===== src/rtl/core/bm3_pkg.sv =====
`timescale 1ns / 1ps
// ----------------------------------------------------------------------------
// bm3_pkg
// Shared types and constants for the 3x3 binary morphology block.
// ----------------------------------------------------------------------------
package bm3_pkg;

  localparam int CFG_ADDR_W = 2;
  localparam int CFG_DATA_W = 12;
  localparam int PIXEL_W    = 8;
  localparam int ROW_W      = 12;
  localparam int OUT_COL_W  = 10;
  localparam int FW_W       = 11;

  localparam logic [CFG_ADDR_W-1:0] REG_MODE         = 2'd0;
  localparam logic [CFG_ADDR_W-1:0] REG_FRAME_WIDTH  = 2'd1;
  localparam logic [CFG_ADDR_W-1:0] REG_FRAME_HEIGHT = 2'd2;

  localparam logic [PIXEL_W-1:0] FG_PIXEL = 8'hFF;
  localparam logic [PIXEL_W-1:0] BG_PIXEL = 8'h00;

  localparam int WIDTH_MIN    = 3;
  localparam int WIDTH_RESET  = 640;
  localparam int HEIGHT_MIN   = 3;
  localparam int HEIGHT_RESET = 480;

  localparam logic [8:0] WIN_FULL = 9'h1FF;

  // Result slots of one input, in emission order.
  typedef enum logic [1:0] {
    SLOT_ABOVE_LEFT,
    SLOT_LEFT,
    SLOT_ABOVE,
    SLOT_HERE
  } slot_t;

  // Per-item position flags; index 0 is the oldest row / column of the window.
  typedef struct packed {
    logic [2:0] row_in;
    logic [2:0] col_in;
    logic [3:0] emit;
  } pos_flags_t;

endpackage


===== src/rtl/core/binary_morphology_3x3.sv =====
`timescale 1ns / 1ps
// Pipeline: an input is registered in the window stage, its results in the
//   result bundle; results trail the input raster by one row and one column.
// Throughput: one pixel per cycle while the output is ready, bounded by one
//   result per cycle at the output (two results per pixel at a row's last
//   column and on the last row, four at the last row's last column).
// Reset: clears position, window, output queue and registers to their defaults;
//   line stores are not cleared: no unwritten bit read there reaches a result.
// ----------------------------------------------------------------------------
// binary_morphology_3x3
// 3x3 binary erosion / dilation over a raster pixel stream, with two line
// stores in one 2-bit wide synchronous memory and a 9-bit window register.
// ----------------------------------------------------------------------------
module binary_morphology_3x3
  import bm3_pkg::*;
#(
  parameter int MAX_WIDTH = 1024
) (
  input  logic                  clk,
  input  logic                  rst,
  // tdata: pixel[7:0]
  input  logic [7:0]            s_axis_tdata,
  input  logic                  s_axis_tvalid,
  output logic                  s_axis_tready,
  // tdata: out_pixel[7:0], out_row[19:8], out_col[29:20], zero[31:30]
  output logic [31:0]           m_axis_tdata,
  output logic                  m_axis_tvalid,
  input  logic                  m_axis_tready,
  output logic                  m_axis_tlast,
  input  logic                  cfg_we,
  input  logic [CFG_ADDR_W-1:0] cfg_addr,
  input  logic [CFG_DATA_W-1:0] cfg_wdata
);

  localparam int COL_W   = (MAX_WIDTH > 2) ? $clog2(MAX_WIDTH) : 2;
  localparam int W_RST   = (MAX_WIDTH < WIDTH_RESET) ? MAX_WIDTH : WIDTH_RESET;

  // configuration
  logic             mode;
  logic [COL_W-1:0] w_last;
  logic [ROW_W-1:0] h_last;
  logic [COL_W-1:0] w_last_next;
  logic [ROW_W-1:0] h_last_next;
  logic             cfg_hit;

  // position of the next input
  logic [COL_W-1:0] col;
  logic [ROW_W-1:0] row;
  pos_flags_t       flags_in;

  // line store memory: bit 0 previous row, bit 1 the row before
  logic [1:0]       lmem [MAX_WIDTH];
  logic [1:0]       rd;

  // window stage
  logic             b_v;
  logic             b_pix;
  logic [COL_W-1:0] b_col;
  logic [ROW_W-1:0] b_row;
  pos_flags_t       b_flags;
  logic [8:0]       win;
  logic [8:0]       win_next;
  logic [8:0]       mw;
  logic [3:0]       val_next;
  logic             b_go;
  logic             in_acc;

  // result bundle
  logic [3:0]           pend;
  logic [3:0]           bval;
  logic [ROW_W-1:0]     br;
  logic [ROW_W-1:0]     brm1;
  logic [OUT_COL_W-1:0] bc;
  logic [OUT_COL_W-1:0] bcm1;
  logic                 bnd_free;
  slot_t                head;
  logic                 out_acc;

  // ---------------------------------------------------------------- config
  assign cfg_hit = cfg_we && (cfg_addr == REG_MODE || cfg_addr == REG_FRAME_WIDTH ||
                              cfg_addr == REG_FRAME_HEIGHT);

  always_comb begin
    int fw;
    fw = int'(cfg_wdata[FW_W-1:0]);
    if (fw < WIDTH_MIN) begin
      fw = WIDTH_MIN;
    end else if (fw > MAX_WIDTH) begin
      fw = MAX_WIDTH;
    end
    w_last_next = COL_W'(fw - 1);
    if (cfg_wdata < ROW_W'(HEIGHT_MIN)) begin
      h_last_next = ROW_W'(HEIGHT_MIN - 1);
    end else begin
      h_last_next = cfg_wdata - ROW_W'(1);
    end
  end

  always_ff @(posedge clk) begin
    if (rst) begin
      mode   <= 1'b0;
      w_last <= COL_W'(W_RST - 1);
      h_last <= ROW_W'(HEIGHT_RESET - 1);
    end else if (cfg_we) begin
      unique case (cfg_addr)
        REG_MODE:         mode   <= cfg_wdata[0];
        REG_FRAME_WIDTH:  w_last <= w_last_next;
        REG_FRAME_HEIGHT: h_last <= h_last_next;
        default: ;
      endcase
    end
  end

  // ---------------------------------------------------------------- input side
  assign bnd_free      = (pend == 4'd0) || (m_axis_tready && ((pend & (pend - 4'd1)) == 4'd0));
  assign b_go          = b_v && bnd_free;
  assign s_axis_tready = !b_v || b_go;
  assign in_acc        = s_axis_tvalid && s_axis_tready;

  always_comb begin
    logic r1, c1, lr, lc;
    r1 = (row != ROW_W'(0));
    c1 = (col != COL_W'(0));
    lr = (row == h_last);
    lc = (col == w_last);
    flags_in.row_in = {r1 && !lr, row >= ROW_W'(2), row >= ROW_W'(3)};
    flags_in.col_in = {c1 && !lc, col >= COL_W'(2), col >= COL_W'(3)};
    flags_in.emit   = {r1 && lc && lr, r1 && lc, r1 && c1 && lr, r1 && c1};
  end

  always_ff @(posedge clk) begin
    if (rst) begin
      col <= '0;
      row <= '0;
      b_v <= 1'b0;
    end else begin
      if (cfg_hit) begin
        col <= '0;
        row <= '0;
      end else if (in_acc) begin
        if (col == w_last) begin
          col <= '0;
          row <= (row == h_last) ? ROW_W'(0) : row + ROW_W'(1);
        end else begin
          col <= col + COL_W'(1);
        end
      end
      if (in_acc) begin
        b_v <= 1'b1;
      end else if (b_go) begin
        b_v <= 1'b0;
      end
    end
  end

  always_ff @(posedge clk) begin
    if (in_acc) begin
      b_pix   <= (s_axis_tdata == FG_PIXEL);
      b_col   <= col;
      b_row   <= row;
      b_flags <= flags_in;
    end
  end

  // Read at accept, write back when the item leaves the window stage.
  // Successive items differ in column, so no read meets a pending write.
  always_ff @(posedge clk) begin
    if (in_acc) begin
      rd <= lmem[col];
    end
    if (b_go) begin
      lmem[b_col] <= {rd[0], b_pix};
    end
  end

  // ---------------------------------------------------------------- window
  assign win_next = {b_pix, win[8], win[7], rd[0], win[5], win[4], rd[1], win[2], win[1]};

  always_comb begin
    for (int i = 0; i < 9; i++) begin
      mw[i] = win_next[i] && b_flags.row_in[i / 3] && b_flags.col_in[i % 3];
    end
    if (mode) begin
      val_next[0] = |mw;
      val_next[1] = |mw[8:3];
      val_next[2] = mw[1] || mw[2] || mw[4] || mw[5] || mw[7] || mw[8];
      val_next[3] = mw[4] || mw[5] || mw[7] || mw[8];
    end else begin
      val_next[0] = b_flags.row_in[1] && b_flags.col_in[1] && (win_next == WIN_FULL);
      val_next[3:1] = 3'b000;
    end
  end

  always_ff @(posedge clk) begin
    if (rst) begin
      win <= '0;
    end else if (cfg_hit) begin
      win <= '0;
    end else if (b_go) begin
      win <= win_next;
    end
  end

  // ---------------------------------------------------------------- result bundle
  assign out_acc = m_axis_tvalid && m_axis_tready;

  always_ff @(posedge clk) begin
    if (rst) begin
      pend <= 4'd0;
    end else if (b_go) begin
      pend <= b_flags.emit;
    end else if (out_acc) begin
      pend <= pend & (pend - 4'd1);
    end
  end

  always_ff @(posedge clk) begin
    if (b_go) begin
      bval <= val_next;
      br   <= b_row;
      brm1 <= b_row - ROW_W'(1);
      bc   <= OUT_COL_W'(b_col);
      bcm1 <= OUT_COL_W'(b_col - COL_W'(1));
    end
  end

  always_comb begin
    priority if (pend[0]) begin
      head = SLOT_ABOVE_LEFT;
    end else if (pend[1]) begin
      head = SLOT_LEFT;
    end else if (pend[2]) begin
      head = SLOT_ABOVE;
    end else begin
      head = SLOT_HERE;
    end
  end

  always_comb begin
    logic [ROW_W-1:0]     orow;
    logic [OUT_COL_W-1:0] ocol;
    unique case (head)
      SLOT_ABOVE_LEFT: begin
        orow = brm1;
        ocol = bcm1;
      end
      SLOT_LEFT: begin
        orow = br;
        ocol = bcm1;
      end
      SLOT_ABOVE: begin
        orow = brm1;
        ocol = bc;
      end
      default: begin
        orow = br;
        ocol = bc;
      end
    endcase
    m_axis_tvalid = (pend != 4'd0);
    m_axis_tlast  = (head == SLOT_HERE);
    m_axis_tdata  = {2'b00, ocol, orow, bval[head] ? FG_PIXEL : BG_PIXEL};
  end

endmodule


===== config.mk =====
export PLATFORM = sky130hd
export DESIGN_NAME = binary_morphology_3x3
export DESIGN_NICKNAME = d
export VERILOG_FILES = /design/src/rtl/core/bm3_pkg.sv /design/src/rtl/core/binary_morphology_3x3.sv
export SDC_FILE = /design/constraint.sdc
export NUM_CORES = 2
export LEC_CHECK = 0
export ABC_AREA = 0
export BUFFER_PORTS_ARGS = -buffer_cell sky130_fd_sc_hd__buf_4
export CAP_MARGIN = 0
export CORE_MARGIN = 2
export CORE_UTILIZATION = 30
export CTS_BUF_LIST = sky130_fd_sc_hd__clkbuf_8
export CTS_CLUSTER_DIAMETER = 120
export DETAILED_ROUTE_END_ITERATION = 7
export GPL_ROUTABILITY_DRIVEN = 0
export RECOVER_POWER = 25
export SKIP_LAST_GASP = 1
export SYNTH_ARGS = -nofsm -noshare
export SYNTH_HDL_FRONTEND = slang
export SYNTH_SLANG_ARGS = --single-unit
export TNS_END_PERCENT = 1

===== constraint.sdc =====
create_clock -name clk -period 31.1 [get_ports clk]
set_clock_uncertainty 0.2 [all_clocks]
set_input_delay 0 -clock clk [delete_from_list [all_inputs] [get_ports clk]]
set_output_delay 0 -clock clk [all_outputs]
set_load 0.01 [all_outputs]

==> summary.txt <==
F_max: 0.05919 GHz
Clock power share: 40.1%
CP cell instances: clkbuf_1 > clkbuf_1 > buf_4
Type of destination of the critical path: flip-flop
Hold Path Origin: cfg_wdata[6]
Synth unique cells: 72
Final setup fails: 0
Post-synthesis xor/xnor area fraction: 0.6543%
Hold crit path type: input port to flip-flop
Core area: 297000 sq um
Synth Warn #: 0
Rows: 200
Final hold vios: 0
Die X: 550.7 um
Setup bufs post-CTS: 0
Worst-skew pair later-pin latency: 1.08 ns
Most used DFF post-synth: edfxtp_1
Layout cells sized above 1: 17.82%
Largest family of logic cells by synthesized area: multiplexers
First-pass GRT wire length: 357600 um
Int Pwr: 0.004547 W
Asr flop ratio synth: 0%
TritonCTS clock tree: done
Sequential power share: 56.0%
Hold EP: w_last[0]$_SDFFE_PP1P_
First-pass iteration count of the detailed router: 5
Layout Cells excl Fill: 9857
Fin crit share: 54.32%
Worst-path clk slew: 0.06 ns
Inst Count DP: 9144
Sw Share: 22.06%
Slew HR: -572.2%
CP Class: flip-flop to flip-flop
Nets@finish: 5697
Root buf cell: clkbuf_8
Initial antenna violation count: 8
Maximum fanout along the worst path: 256
WHS Path Cells: 7
Critical path required time: 31.58 ns
DR iter-0 viols: 6329
PD cells: 57.40 nW/um^2
DRC violation count after routing: 0
Setup TNS: 0 ns
DRT antenna net count: 0
Reg2Reg Setup Slack: 14.21 ns
CTS buffer count: 371
CP max-delay cell: clkbuf_1
IO Port Bufs: 59
Most frequent cells in the layout: edfxtp_1, nor2_1, mux2i_1
Post-synthesis simple-gate area fraction: 7.026%
Status: complete, but fails checks
Mean Syn Cell Area: 16.42 sq um
VDD IR max: 0.00005259 V
Minimum clock period: 16.89 ns
Final Instance Area: 101700 sq um
Reg-to-reg startpoint: rd[0]$_DFFE_PP_
CTS max path bufs: 4
Via count: 51100
Max cap viols: 16
Slew Viols, Final: 1555
Worst setup SP type: flip-flop
Gate power share: 3.9%
FF-to-FF End: lmem[484][1]$_DFFE_PP_
Unrepaired setup endpoints after global routing: false
Post-DP HPWL: 132800 um
Number of flops mapped to enable cells by yosys: 2131
Switching power total: 0.001287 W
Fin util: 34.22%
Violated checks: capacitance limit, slew limit
Post-Synth Adder-Cell Area: 0.2204%
Gr usage total: 16.00%
Largest net degree at the start of global routing: 273
Seq/Total Area, Yosys: 72.61%
H-tree level count: 5
Post-synthesis compound-gate area fraction: 3.478%
CP peak stage delay: 7.65 ns
Syn-to-layout area delta: 13.35%
Vias in the first global route: 52460
Most common cell after layout, fill and taps aside: edfxtp_1
Slew @ Worst Pin: 10.08 ns
DR vias/cell: 5.184
I/O pin count: 62
Post-Syn Area: 89680 sq um
CP top delay family: buffers and inverters
Worst Path Buf+Inv: 3
Die H: 550.7 um
Per-cell routed wire length: 25.13 um
Mux cell area share after synthesis: 13.60%
Pleak: 29.76 nW
#FFs+latches synth: 2187
Initial Util: 30.19%
Die area: 303300 sq um
Gr ovfl total: 0
Cells after Synth: 5463
Most frequent CP cell: clkbuf_1
WL final: 247700 um
Critical Path AT: 17.38 ns
R2R cell count: 3
Dpl cell area: 94460 sq um
Clk sinks: 2187
Hold WS: 0.1383 ns
[kinds of logic (layout without fill, tap and decap cells)]
| logic type | after synthesis | in the layout |
|---|---|---|
| AO/OA/AOI/OAI | 448 | 448 |
| XOR/XNOR | 67 | 67 |
| adder cells (fa/ha/maj) | 16 | 16 |
| buffers and inverters | 469 | 920 |
| flip-flops | 2187 | 2187 |
| multiplexers | 769 | 769 |
| other | 1 | 5 |
| AND/OR/NAND/NOR | 1506 | 1506 |
[registers in the layout, indices dropped and copies added (netlist names)]
name	count
b_flags	10
brm1	12
bval	4
win	6
mode	1
rd	2
b_col	10
col	10
b_pix	1
lmem	2048
pend	4
bcm1	10
br	12
h_last	12
w_last	10
b_row	12
bc	10
row	12
b_v	1
[per-stage QoR]
step / total power, W / setup slack, ns
after floorplan: 0.003505 / 16.16
after global placement: 0.003530 / 25.19
after detailed placement: 0.003534 / 25.09
after CTS: 0.005865 / 25.07
after global routing: 0.006028 / 12.76
final: 0.005834 / 14.21
[power groups by stage]
stage          Combinational, W  Sequential [W]  Clock, W
2_1_floorplan          0.000129         0.00338         0
3_3_place_gp           0.000215         0.00331         0
3_5_place_dp           0.000219         0.00331         0
4_1_cts                0.000227         0.00325   0.00238
5_1_grt                0.000242         0.00327   0.00252
6_report               0.000225         0.00327   0.00234
[cell type report]
class                      count  area (sq um)
antenna                        3         7.507
multi-input combinational   2808         22840
fill                       28100        195400
inverter                      27         101.3
tap                         3939          4928
clock buffer                 378          5202
sequential                  2187         65130
clock inverter               255          1330
timing repair buffer         260          2115
[synthesized netlist by cell type, drive strengths merged, types with 4 or more instances]
cell type	number	area share, %
nor3b	5	0.042
or2	6	0.042
a221oi	10	0.098
buf	166	1.1
mux2	26	0.33
nor4b	5	0.063
nor2b	14	0.098
a211o	7	0.068
a22o	16	0.16
o22ai	40	0.28
or3	5	0.035
and3	7	0.049
xnor2	29	0.28
clkbuf	276	1.2
clkinv	5	0.021
o211ai	7	0.059
mux4	357	9.0
ha	15	0.21
nand2	117	0.49
a31oi	16	0.11
mux2i	386	4.3
o31ai	6	0.050
nand3	72	0.41
a21o	4	0.033
o2111ai	4	0.039
nor2	1122	4.7
xor2	38	0.37
and4b	4	0.045
o21ai	43	0.24
edfxtp	2131	71
nand3b	4	0.033
a22oi	206	1.7
dfxtp	56	1.3
a21oi	57	0.32
nand4	48	0.33
nor4	24	0.17
inv	22	0.092
and2	11	0.077
o221ai	4	0.039
nand2b	10	0.070
a211oi	8	0.067
nor3	37	0.21
[layer usage]
| layer | share of wire (%) | routed length [um] | track usage, % |
|---|---|---|---|
| met2 | 47 | 117300 | 25.79 |
| met4 | 2.9 | 7068 | 5.324 |
| met5 | 0.0081 | 20 | 0 |
| met3 | 9.1 | 22430 | 3.266 |
| met1 | 41 | 100900 | 21.55 |
[repair_timing]
item                                   CTS  global route
gates resized for setup                  0             0
endpoints found under the hold margin  100             0
hold buffers                            77             0
[worst max path at each step]
stage	startpoint	to	slack [ns]	cells past startpoint
3_3_place_gp	col[1]$_SDFFE_PP0P_	rd[1]$_DFFE_PP_	25.19	12
5_1_grt	rd[0]$_DFFE_PP_	lmem[453][1]$_DFFE_PP_	12.76	3
3_5_place_dp	col[1]$_SDFFE_PP0P_	rd[1]$_DFFE_PP_	25.09	12
6_report	rd[0]$_DFFE_PP_	lmem[484][1]$_DFFE_PP_	14.21	3
2_1_floorplan	b_pix$_DFFE_PP_	lmem[0][0]$_DFFE_PP_	16.16	0
4_1_cts	col[1]$_SDFFE_PP0P_	rd[1]$_DFFE_PP_	25.07	12
[worst min-delay path, stage by stage]
cell and delay, ns:
dlygate4sd3_1 0.53, buf_4 0.14, or4_1 0.16, nor4_1 0.11, a21o_1 0.21, nor2_1 0.11
a211o_1 0.10
No activity file was read; power rests on OpenSTA's default activity.
